[src/design/bfft_pkg.sv]
// Shared types and constants for the bit map find-first unit.
`default_nettype none

package bfft_pkg;

  localparam int LEN_W = 11;
  localparam int IDX_W = 10;

  localparam logic [LEN_W-1:0] LEN_RESET = 11'd1024;
  localparam logic [LEN_W-1:0] COUNT_MAX = 11'd2047;

  typedef enum logic [2:0] {
    OP_WRITE,
    OP_READ,
    OP_FILL,
    OP_FIND,
    OP_LEAD,
    OP_TRAIL
  } op_e;

  typedef struct packed {
    logic [2:0]       opcode;
    logic [IDX_W-1:0] index;
    logic             bit_value;
  } in_item_t;

  typedef struct packed {
    logic             bit_read;
    logic             found;
    logic [LEN_W-1:0] position;
    logic [LEN_W-1:0] set_count;
    logic             all_set;
    logic             none_set;
    logic             range_error;
  } out_item_t;

  typedef struct packed {
    logic load;
    logic step;
    logic finish;
  } ctrl_cmd_t;

  typedef struct packed {
    logic done;
  } dp_stat_t;

endpackage

`default_nettype wire

[src/design/bfft_ctrl.sv]
// Controller: accepts a beat, steps the word scan, hands the result to the output register.
`default_nettype none

module bfft_ctrl import bfft_pkg::*; (
  input  wire logic      clk_i,
  input  wire logic      rst_ni,
  input  wire logic      in_valid_i,
  output logic           in_stall_o,
  input  wire logic      out_stall_i,
  output logic           out_valid_o,
  input  wire dp_stat_t  stat_i,
  output ctrl_cmd_t      cmd_o
);

  typedef enum logic {
    S_IDLE,
    S_EXEC
  } state_e;

  state_e state_q;
  logic   out_valid_q;
  logic   out_free;

  assign in_stall_o  = (state_q != S_IDLE);
  assign out_valid_o = out_valid_q;
  assign out_free    = !out_valid_q || !out_stall_i;

  always_comb begin
    cmd_o        = '0;
    cmd_o.load   = (state_q == S_IDLE) && in_valid_i;
    cmd_o.step   = (state_q == S_EXEC) && !stat_i.done;
    cmd_o.finish = (state_q == S_EXEC) && stat_i.done && out_free;
  end

  always_ff @(posedge clk_i or negedge rst_ni) begin
    if (!rst_ni) begin
      state_q     <= S_IDLE;
      out_valid_q <= 1'b0;
    end else begin
      // hold the result until the receiver takes it
      out_valid_q <= cmd_o.finish || (out_valid_q && out_stall_i);
      case (state_q)
        S_IDLE: begin
          if (cmd_o.load) begin
            state_q <= S_EXEC;
          end
        end
        S_EXEC: begin
          if (cmd_o.finish) begin
            state_q <= S_IDLE;
          end
        end
        default: begin
          state_q <= S_IDLE;
        end
      endcase
    end
  end

endmodule

`default_nettype wire

[src/design/bfft_dp.sv]
// Datapath: bit map words, set count, length register, per-word scan and output register.
`default_nettype none

module bfft_dp import bfft_pkg::*; #(
  parameter int NUM_BITS  = 1024,
  parameter int WORD_BITS = 64
) (
  input  wire logic             clk_i,
  input  wire logic             rst_ni,
  input  wire ctrl_cmd_t        cmd_i,
  output dp_stat_t              stat_o,
  input  wire in_item_t         in_item_i,
  input  wire logic             cfg_we_i,
  input  wire logic [LEN_W-1:0] cfg_data_i,
  output out_item_t             out_item_o
);

  localparam int NW = (NUM_BITS + WORD_BITS - 1) / WORD_BITS;
  localparam int AW = (NW > 1) ? $clog2(NW) : 1;
  localparam int PW = $clog2(NW * WORD_BITS + 1);
  localparam int XW = ((PW > LEN_W) ? PW : LEN_W) + 1;
  localparam int OW = $clog2(WORD_BITS + 1);
  localparam int KW = $clog2(WORD_BITS);
  localparam logic [LEN_W-1:0] LEN_MAX =
    (NUM_BITS < 2 ** LEN_W) ? LEN_W'(NUM_BITS) : '1;

  logic [LEN_W-1:0]     len_q;
  logic [LEN_W-1:0]     cnt_q, cnt_d;
  logic                 fill_q;
  logic [NW-1:0]        vld_q;
  logic [WORD_BITS-1:0] words_q [NW];
  logic [2:0]           op_q;
  logic [IDX_W-1:0]     idx_q;
  logic                 val_q;
  logic [AW-1:0]        w_q;
  logic [PW-1:0]        base_q;
  logic [XW-1:0]        pad_q;
  out_item_t            out_q, res;

  logic [LEN_W-1:0]     len_l;
  logic [XW-1:0]        base_x, len_x, idx_x, wbits_x, hi_d, lo_d;
  logic [XW-1:0]        up_pos, down_pos, lead_pos;
  logic [OW-1:0]        hi_off, lo_off;
  logic [KW-1:0]        bit_off, lsb, msb;
  logic [WORD_BITS-1:0] cur_word, new_word, pat, mask, cand;
  logic                 is_wr, is_rd, is_find, is_lead, is_trail, is_fill, is_top;
  logic                 rw_op, scan_op, err, hit, idx_ge, idx_in, last_up, last, old_bit;

  always_comb begin
    is_wr    = (op_q == OP_WRITE);
    is_rd    = (op_q == OP_READ);
    is_fill  = (op_q == OP_FILL);
    is_find  = (op_q == OP_FIND);
    is_lead  = (op_q == OP_LEAD);
    is_trail = (op_q == OP_TRAIL);
    rw_op    = is_wr || is_rd;
    scan_op  = is_find || is_lead || is_trail;

    len_l   = (len_q > LEN_MAX) ? LEN_MAX : len_q;
    base_x  = XW'(base_q);
    len_x   = XW'(len_l);
    idx_x   = XW'(idx_q);
    wbits_x = XW'(WORD_BITS);

    err = (rw_op || is_find) && (idx_x >= len_x);

    // top of the in-use window within this word
    hi_d   = len_x - base_x;
    hi_off = (len_x <= base_x) ? '0 :
             (hi_d >= wbits_x) ? OW'(WORD_BITS) : OW'(hi_d);

    // start offset within this word, only for find next
    idx_ge = (idx_x >= base_x);
    lo_d   = idx_x - base_x;
    idx_in = idx_ge && (lo_d < wbits_x);
    lo_off = '0;
    if (is_find && idx_ge) begin
      lo_off = (lo_d >= wbits_x) ? OW'(WORD_BITS) : OW'(lo_d);
    end
    bit_off = KW'(lo_d);

    cur_word = vld_q[w_q] ? words_q[w_q] : {WORD_BITS{fill_q}};
    pat      = (is_find && !val_q) ? ~cur_word : cur_word;
    for (int k = 0; k < WORD_BITS; k++) begin
      mask[k] = (OW'(k) >= lo_off) && (OW'(k) < hi_off);
    end
    cand = pat & mask;
    hit  = |cand;

    lsb = '0;
    for (int k = WORD_BITS - 1; k >= 0; k--) begin
      if (cand[k]) begin
        lsb = KW'(k);
      end
    end
    msb = '0;
    for (int k = 0; k < WORD_BITS; k++) begin
      if (cand[k]) begin
        msb = KW'(k);
      end
    end
    up_pos   = base_x + XW'(lsb);
    down_pos = len_x - XW'(1) - base_x - XW'(msb);

    // the top word in use holds bit len-1; below it the count runs on whole words,
    // so the unused bits of the top word are counted in as well
    is_top   = (base_x < len_x) && (base_x + wbits_x >= len_x);
    lead_pos = is_top ? down_pos : down_pos + pad_q;

    last_up = (w_q == AW'(NW - 1)) || (base_x + wbits_x >= len_x);
    last    = is_lead ? (w_q == '0) : last_up;

    stat_o      = '0;
    stat_o.done = err || !(scan_op || rw_op) || (scan_op && (hit || last)) ||
                  (rw_op && (idx_in || last_up));

    old_bit           = cur_word[bit_off];
    new_word          = cur_word;
    new_word[bit_off] = val_q;

    cnt_d = cnt_q;
    if (is_wr && !err) begin
      if (val_q && !old_bit && (cnt_q != COUNT_MAX)) begin
        cnt_d = cnt_q + LEN_W'(1);
      end else if (!val_q && old_bit && (cnt_q != '0)) begin
        cnt_d = cnt_q - LEN_W'(1);
      end
    end else if (is_fill) begin
      cnt_d = val_q ? len_l : '0;
    end

    res             = '0;
    res.bit_read    = is_rd && !err && old_bit;
    res.found       = is_find && !err && hit;
    res.range_error = err;
    if (is_find || is_trail) begin
      res.position = (hit && !err) ? LEN_W'(up_pos) : len_l;
    end else if (is_lead) begin
      res.position = (hit && (lead_pos < len_x)) ? LEN_W'(lead_pos) : len_l;
    end
    res.set_count = cnt_d;
    res.all_set   = (cnt_d == len_l);
    res.none_set  = (cnt_d == '0);
  end

  always_ff @(posedge clk_i or negedge rst_ni) begin
    if (!rst_ni) begin
      len_q  <= LEN_RESET;
      cnt_q  <= '0;
      fill_q <= 1'b0;
      vld_q  <= '0;
      pad_q  <= '0;
    end else begin
      if (cfg_we_i) begin
        len_q <= cfg_data_i;
      end
      // hold the unused bit count of the top word when the scan leaves it
      if (cmd_i.step && is_lead && is_top) begin
        pad_q <= base_x + wbits_x - len_x;
      end
      if (cmd_i.finish) begin
        cnt_q <= cnt_d;
        // a fill drops every word back to the fill value
        if (is_fill) begin
          vld_q  <= '0;
          fill_q <= val_q;
        end else if (is_wr && !err) begin
          vld_q[w_q] <= 1'b1;
        end
      end
    end
  end

  always_ff @(posedge clk_i) begin
    if (cmd_i.load) begin
      op_q  <= in_item_i.opcode;
      idx_q <= in_item_i.index;
      val_q <= in_item_i.bit_value;
      if (in_item_i.opcode == OP_LEAD) begin
        w_q    <= AW'(NW - 1);
        base_q <= PW'((NW - 1) * WORD_BITS);
      end else begin
        w_q    <= '0;
        base_q <= '0;
      end
    end else if (cmd_i.step) begin
      if (is_lead) begin
        w_q    <= w_q - AW'(1);
        base_q <= base_q - PW'(WORD_BITS);
      end else begin
        w_q    <= w_q + AW'(1);
        base_q <= base_q + PW'(WORD_BITS);
      end
    end
    if (cmd_i.finish) begin
      out_q <= res;
      if (is_wr && !err) begin
        words_q[w_q] <= new_word;
      end
    end
  end

  assign out_item_o = out_q;

endmodule

`default_nettype wire

[src/design/bitmap_find_first_table_unit.sv]
// Top level: bit map with set count, find next match and zero scans.
//
// Input channel (in_valid_i / in_stall_o / in_item_i) carries one operation per beat:
// write, read, fill, find next, leading zeros or trailing zeros. Output channel
// (out_valid_o / out_stall_i / out_item_o) returns exactly one result beat per item.
// cfg_we_i / cfg_data_i write the length in use; write it only while idle, then fill.
// Sequence: a beat is taken while idle, then the block scans the map words,
// NW = NUM_BITS / WORD_BITS rounded up (16 by default), reading one map word per cycle:
//   fill, range error and unused opcodes: done without stepping through the words
//   write and read: scan up to the word holding the bit
//   find next and trailing zeros: up to the last word in use, early out on a match
//   leading zeros: scan down from the highest map word to word 0, early out on a match
// The input is ready again the cycle after the result is loaded into the output
// register.
// A stalled result holds in the output register while the next beat is taken and
// worked on; that item waits at its last cycle until the register frees.
// Reset clears the map to zeros, the set count to zero and the length to 1024,
// with no clearing pass.
`default_nettype none

module bitmap_find_first_table_unit import bfft_pkg::*; #(
  parameter int NUM_BITS  = 1024,
  parameter int WORD_BITS = 64
) (
  input  wire logic             clk_i,
  input  wire logic             rst_ni,
  input  wire logic             in_valid_i,
  output logic                  in_stall_o,
  input  wire in_item_t         in_item_i,
  output logic                  out_valid_o,
  input  wire logic             out_stall_i,
  output out_item_t             out_item_o,
  input  wire logic             cfg_we_i,
  input  wire logic [LEN_W-1:0] cfg_data_i
);

  ctrl_cmd_t cmd;
  dp_stat_t  stat;

  // sequencing: accept, step the word scan, finish into the output register
  bfft_ctrl u_ctrl (
    .clk_i       (clk_i),
    .rst_ni      (rst_ni),
    .in_valid_i  (in_valid_i),
    .in_stall_o  (in_stall_o),
    .out_stall_i (out_stall_i),
    .out_valid_o (out_valid_o),
    .stat_i      (stat),
    .cmd_o       (cmd)
  );

  // map storage, count, length register and the per-word search logic
  bfft_dp #(
    .NUM_BITS  (NUM_BITS),
    .WORD_BITS (WORD_BITS)
  ) u_dp (
    .clk_i      (clk_i),
    .rst_ni     (rst_ni),
    .cmd_i      (cmd),
    .stat_o     (stat),
    .in_item_i  (in_item_i),
    .cfg_we_i   (cfg_we_i),
    .cfg_data_i (cfg_data_i),
    .out_item_o (out_item_o)
  );

endmodule

`default_nettype wire
[config.mk]
export PLATFORM = sky130hd
export DESIGN_NAME = bitmap_find_first_table_unit
export DESIGN_NICKNAME = d
export VERILOG_FILES = /design/src/design/bfft_pkg.sv /design/src/design/bfft_ctrl.sv /design/src/design/bfft_dp.sv /design/src/design/bitmap_find_first_table_unit.sv
export SDC_FILE = /design/constraint.sdc
export NUM_CORES = 1
export LEC_CHECK = 0
export BUFFER_PORTS_ARGS = -buffer_cell sky130_fd_sc_hd__buf_2
export CELL_PAD_IN_SITES_DETAIL_PLACEMENT = 0
export CELL_PAD_IN_SITES_GLOBAL_PLACEMENT = 1
export CORE_UTILIZATION = 27
export DETAILED_ROUTE_END_ITERATION = 6
export GPL_TIMING_DRIVEN = 1
export PLACE_DENSITY = 0.51
export SKIP_CTS_REPAIR_TIMING = 1
export SYNTH_ARGS = -nofsm -noshare
export SYNTH_HDL_FRONTEND = slang
export SYNTH_SLANG_ARGS = --single-unit
export TNS_END_PERCENT = 1
[constraint.sdc]
create_clock -name clk_i -period 12.4 [get_ports clk_i]
set_input_delay 1.86 -clock clk_i [delete_from_list [all_inputs] [get_ports clk_i]]
set_output_delay 1.86 -clock clk_i [all_outputs]
set_load 0.1 [all_outputs]
## After elaboration in Yosys (flattened, before gate mapping)

Memory sizes are Yosys's and may differ from the RTL's. A register that Yosys moved wholly into a read port is not among the register bits.
Index checks and enable logic that the tools add are counted.

- Output and inout bits: 29
- Memories: 1
- Word-level logic and storage cells: 482
- Flip-flop bits (word level): 109
- Bits in writable memories: 1024

Memory list:

| memory | depth | bits a word | read ports | clocked after memory_dff | wr ports | line | RTL |
|---|---|---|---|---|---|---|---|
| u_dp.words_q | 16 | 64 | 1 | 1 | 1 | bfft_dp.sv:31 | `logic [WORD_BITS-1:0] words_q [NW];` |

- Bitwise gates (word level): 4
- Magnitude comparators: 142
- Equal/unequal tests: 9
- Reductions and logical operators: 121
- $add $sub $neg: 15
- Muxes and demuxes: 171

Operators with widths:

| kind | count |
|---|---|
| $mux 6 | 96 |
| $ge 6x7->1 const A | 32 |
| $lt 6x7->1 const A | 32 |
| $mux 11 | 13 |
| $mux 64 | 2 |
| $ge 5x7->1 const A | 16 |
| $lt 5x7->1 const A | 16 |
| $logic_and 1x1->1 | 91 |
| $mux 5 | 16 |
| $and 64x64->64 | 1 |
| $bwmux 64 | 1 |
| $not 64->64 | 1 |
| $reduce_or 64->1 | 1 |
| $ge 4x7->1 const A | 8 |
| $lt 4x7->1 const A | 8 |
| $mux 4 | 13 |
| $mux 16 | 2 |
| $ge 3x7->1 const A | 4 |
| $lt 3x7->1 const A | 4 |
| $mux 7 | 4 |
| $ge 12x7->1 const B | 2 |
| $sub 12x11->12 | 2 |
| $ge 10x11->1 | 2 |
| $or 16x16->16 | 1 |
| 52 further kinds | 94 |

## Depth between registers and ports, before layout

- Depth after elaboration: 80
- Mapped depth: 50

## By module

A second synthesis with hierarchy kept.

- Cell total of the unflattened synthesis: 3725
- Area total of the unflattened synthesis: 54099.4 um^2

By module, submodules not included:

| module | sequential area each (um^2) | area an instance (um^2) | instances | cells an instance |
|---|---|---|---|---|
| bfft_dp | 33608.5 | 54009.3 | 1 | 3715 |
| bfft_ctrl | 50.0 | 90.1 | 1 | 10 |

## Least setup slack after synthesis

No wires, ideal clock.

- Path kind: flip-flop to flip-flop
- Start point: register u_dp.len_q[10]
- End point: memory u_dp.words_q[10][0] (enable)
- Clock period less this slack: 11.625 ns
- Stages on the path, launching flop included: 19
- Path buffers: 4
- Arrival time: 10.978 ns
- Setup slack: 0.775 ns
- Data required time: 11.753 ns
- Setup time: 0.647 ns
- Path through: dfstp_2 > clkbuf_1 > clkbuf_1 > nor2b_1 > clkbuf_1 > ha_1 > nand3b_1 > or2_2 > a2111oi_1 > a31oi_1 > or4_1 > and3_1 > and2_1 > nand3_1 > and4bb_4 > a22oi_4 > o211ai_2 > buf_2 > nor4_1

- Word-level cells in the longest chain between the ends: 18
- Elaborated cells on any way between the ends: 156
- Classes of those cells: 1 x add/sub; 69 x order compare; 7 x mux; 1 x bitwise; 78 x reduce/logical

RTL lines:

| element | line | RTL |
|---|---|---|
| start, declared | bfft_dp.sv:27 | `logic [LEN_W-1:0] len_q;` |
| start signal, assigned | bfft_dp.sv:155 | `len_q <= cfg_data_i;` |
| $gt 11x11->1 | bfft_dp.sv:59 | `len_l = (len_q > LEN_MAX) ? LEN_MAX : len_q;` |
| $mux 11 (*) | bfft_dp.sv:59 |  |
| $sub 11x11->12 | bfft_dp.sv:68 | `hi_d = len_x - base_x;` |
| $ge 12x7->1 | bfft_dp.sv:70 | `(hi_d >= wbits_x) ? OW'(WORD_BITS) : OW'(hi_d);` |
| $mux 7 | bfft_dp.sv:70 |  |
| $mux 7 | bfft_dp.sv:69 | `hi_off = (len_x <= base_x) ? '0 :` |
| $lt 1x7->1, or another cell as far along | bfft_dp.sv:85 | `mask[k] = (OW'(k) >= lo_off) && (OW'(k) < hi_off);` |
| $logic_and 1x1->1 | bfft_dp.sv:85 |  |
| $and 64x64->64 | bfft_dp.sv:87 | `cand = pat & mask;` |
| $reduce_or 64->1 | bfft_dp.sv:88 | `hit = \|cand;` |
| $logic_or 1x1->1 | bfft_dp.sv:114 | `stat_o.done = err \|\| !(scan_op \|\| rw_op) \|\| (scan_op && (hit \|\| last)) \|\|` |
| $logic_and 1x1->1 | bfft_dp.sv:114 |  |
| $logic_or 1x1->1 (2 in a row) | bfft_dp.sv:114 |  |
| $logic_and 1x1->1 (2 in a row) | bfft_ctrl.sv:32 | `cmd_o.finish = (state_q == S_EXEC) && stat_i.done && out_free;` |
| $mux 1 (*) | bfft_dp.sv:195 | `if (cmd_i.finish) begin` |
| $mux 1 (implied by the code) (*) | bfft_dp.sv:198 | `words_q[w_q] <= new_word;` |
| end, declared | bfft_dp.sv:31 |  |

Every way passes the cells marked *; elsewhere a longest branch is shown, timed or not.

==> results.sh <==
export IMPL_port_buffers=58
export IMPL_die_w_um=451
export IMPL_slew_viol_final=0
export IMPL_finalInstanceArea_um2=62800
export IMPL_tns_ns=0
export IMPL_wire_per_inst_um=28.9
export IMPL_fillers=19800
export IMPL_netSwitchingPower_w=0.00813
export IMPL_globalRouteOverflowTotal=0
export IMPL_top_layer="met5"
export IMPL_start_kind="flip-flop"
export IMPL_cp_end_kind="flip-flop"
export IMPL_die_h_um=451
export IMPL_rsz0062_at_grt="false"
export IMPL_wl_met1_um=88900
export IMPL_max_freq_mhz=87.1
export IMPL_synth_seq_cells=1131
export IMPL_syn2layout_area_growth_pct=15.3
export IMPL_root_buffer="clkbuf_16"
export IMPL_drv_cap=0
export IMPL_hold_viol=0
export IMPL_met2_length_um=89300
export IMPL_switching_share=0.437
export IMPL_power_total_w=0.0186
export IMPL_p_leak_nw=21.0
export IMPL_via_per_inst=5.24
export IMPL_final_cell_count_no_fill=6790
export IMPL_grt_pass1_vias=35100
export IMPL_critPathKind="flip-flop to flip-flop"
export IMPL_slowest_delay_ns=0.78
export IMPL_violations="design-rule violations"
export IMPL_path_common_cell="o21ai_0"
export IMPL_worstSkewPairLatency_ns=0.78
export IMPL_intPower_w=0.0105
export IMPL_initial_utilization=0.272
export IMPL_slew_headroom=0.107
export IMPL_drt_total_wl_um=196000
export IMPL_yosysWarnings=0
export IMPL_critPathSlowestCell="nand2b_1"
export IMPL_status="finished, violations left"
export IMPL_cts_path_max_buffers=3
export IMPL_clockPowerShare=0.190
export IMPL_cp_arrival_ns=11.99
export IMPL_num_nets_final=4141
export IMPL_wl_met3_um=10800
export IMPL_grt_usage=0.189
export IMPL_synth_area_um2=54400
export IMPL_drive_gt1_frac=0.202
export IMPL_hold_path_class="flip-flop to flip-flop"
export IMPL_synth_area_leader_cell="edfxtp_1"
export IMPL_pwr_share_comb=0.517
export IMPL_synth_avg_cell_area_um2=14.1
export IMPL_placed_cell_area_um2=58900
export IMPL_fin_crit_sh=0.925
export IMPL_vdd_drop_max_v=0.000236
export IMPL_ant_nets=0
export IMPL_cts_htree_levels=3
export IMPL_grt_max_degree=61
export IMPL_hpwl_um=132000
export IMPL_period_minus_slack_ns=11.48
export IMPL_synthCells=3862
export IMPL_fp_row_count=164
export IMPL_cts_tree="built"
export IMPL_layout_commonest_cell="edfxtp_1"
export IMPL_worst_ep_required_time_ns=12.91
export IMPL_clkTransAtPathRegs_ns=0.06
export IMPL_cts_sinks=1131
export IMPL_antenna_found_initial=4
export IMPL_layout_common_cells="edfxtp_1, nand2_1, nor2_1, buf_4, mux4_2"
export IMPL_dieArea_um2=203000
export IMPL_timing_hold_ws_ns=0.489
export IMPL_yosysSeqAreaShare=0.618
export IMPL_synth_top_flop_cell="edfxtp_1"
export IMPL_fin_worst_skew_ns=0.0719
export IMPL_synthesis_nets=3971
export IMPL_synth_top_area_frac=0.592
export IMPL_ys_types=109
export IMPL_async_flop_share=0.0469
export IMPL_drt_iter0_drc=3599
export IMPL_core_um2=200000
export IMPL_grt_pass1_wl_um=275000
export IMPL_cts_buffers_inserted=119
export IMPL_vias=35600
export IMPL_ios=59
export IMPL_synth_edff_count=1074
export IMPL_place_congestion=0.952
export IMPL_critPathMaxFanout=19
export IMPL_worst_pin_slew_ns=1.34
export IMPL_setup_violations=0
export IMPL_dpl_cell_count=6566
export IMPL_pwr_share_seq=0.293
export IMPL_synthTopCellsByArea="edfxtp_1, mux4_2, mux2i_1, dfrtp_1, nand2_1"
export IMPL_power_density_nw_per_um2=296
export IMPL_drc=7
export IMPL_first_pass_iters=7
state kept, by name (all words and copies together) (netlist names), named ones only:
| register | flops |
|---|---|
| u_dp.words_q | 1024 |
| u_dp.out_item_o | 27 |
| u_dp.vld_q | 16 |
| u_dp.pad_q | 12 |
| u_dp.cnt_q | 11 |
| u_dp.len_q | 11 |
| u_dp.idx_q | 10 |
| u_dp.base_q | 5 |
| u_dp.w_q | 4 |
| u_dp.op_q | 3 |
| u_ctrl.in_stall_o | 1 |
| u_ctrl.out_valid_o | 1 |
| u_dp.fill_q | 1 |
| u_dp.val_q | 1 |
cell type report:
class                      instances  area (um^2)  share of cell area
clock inverter                    72          727              0.0116
timing repair buffer             282         2080              0.0331
tap                             2656         3320              0.0529
multi-input combinational       2404        19500               0.310
inverter                          94          353             0.00562
sequential                      1131        33700               0.536
clock buffer                     149         3140              0.0500
antenna                            2         5.00           0.0000797
metal layers:
layer,GRT usage,up-vias
met5,0,-
met4,0.0643,6
met3,0.0311,295
met2,0.296,1165
met1,0.265,18500
li1,-,15600
power by group through the flow:
stage                     Clock [W]  Sequential (W)  Combinational, W
after global placement            0         0.00553           0.00952
after floorplan                   0         0.00564           0.00594
after global routing        0.00377         0.00547            0.0103
final                       0.00354         0.00544           0.00962
after detailed placement          0         0.00553           0.00952
after CTS                   0.00363         0.00545           0.00955
synth_stat cells (17+ instances only):
| cell | n |
|---|---|
| a211oi_1 | 17 |
| a21o_1 | 27 |
| a21oi_1 | 193 |
| a221oi_1 | 49 |
| a22oi_1 | 73 |
| a31oi_1 | 46 |
| and2_1 | 21 |
| and3_1 | 25 |
| buf_1 | 18 |
| buf_2 | 63 |
| clkbuf_1 | 124 |
| dfrtp_1 | 52 |
| edfxtp_1 | 1074 |
| ha_1 | 76 |
| inv_1 | 85 |
| mux2_2 | 72 |
| mux2i_1 | 168 |
| mux4_2 | 208 |
| nand2_1 | 309 |
| nand2b_1 | 39 |
| nand3_1 | 75 |
| nand4_1 | 18 |
| nor2_1 | 232 |
| nor2b_1 | 30 |
| nor3_1 | 62 |
| nor4_1 | 39 |
| o211ai_1 | 31 |
| o21a_1 | 36 |
| o21ai_0 | 152 |
| o22ai_1 | 29 |
| xnor2_1 | 95 |
final timing paths:
kind                                     from                  end  slack, ns  depth (start not counted)
min in group asynchronous              rst_ni        u_dp.pad_q[1]       1.23                          2
max in group asynchronous              rst_ni       u_dp.vld_q[11]      10.52                          2
worst min register to register  u_dp.vld_q[9]        u_dp.vld_q[9]       0.49                          1
worst min-delay path            u_dp.vld_q[9]        u_dp.vld_q[9]       0.49                          1
worst max-delay path              u_dp.w_q[2]  u_dp.out_item_o[15]       0.92                         41
worst max register to register    u_dp.w_q[2]  u_dp.out_item_o[15]       0.92                         41
worst max-delay path, delay by kind of cell, from the launching register on:
kind / cells / cell delay, ns
fa+ha+maj: 4 / 1.11
flops: 1 / 0.77
simple gates: 8 / 2.64
mux: 4 / 1.39
buf+inv: 2 / 0.14
xor+xnor: 1 / 0.12
compound gates: 22 / 5.05
cell families after synthesis:
logic type | Yosys count | share of synthesized area
adder cells (fa/ha/maj) | 79 | 0.0186
AO/OA/AOI/OAI | 822 | 0.101
XOR/XNOR | 108 | 0.0174
buffers and inverters | 327 | 0.0270
AND/OR/NAND/NOR | 936 | 0.0825
multiplexers | 459 | 0.135
flip-flops | 1131 | 0.618
metrics by stage:
step | utilization | worst slack [ns]
CTS | 0.314 | 0.887
finish | 0.314 | 0.924
global route | 0.314 | 0.200
global placement | 0.294 | 0.970
detailed placement | 0.294 | 0.884
floorplan | - | 0.775
Power figures use the tool's default switching activity.
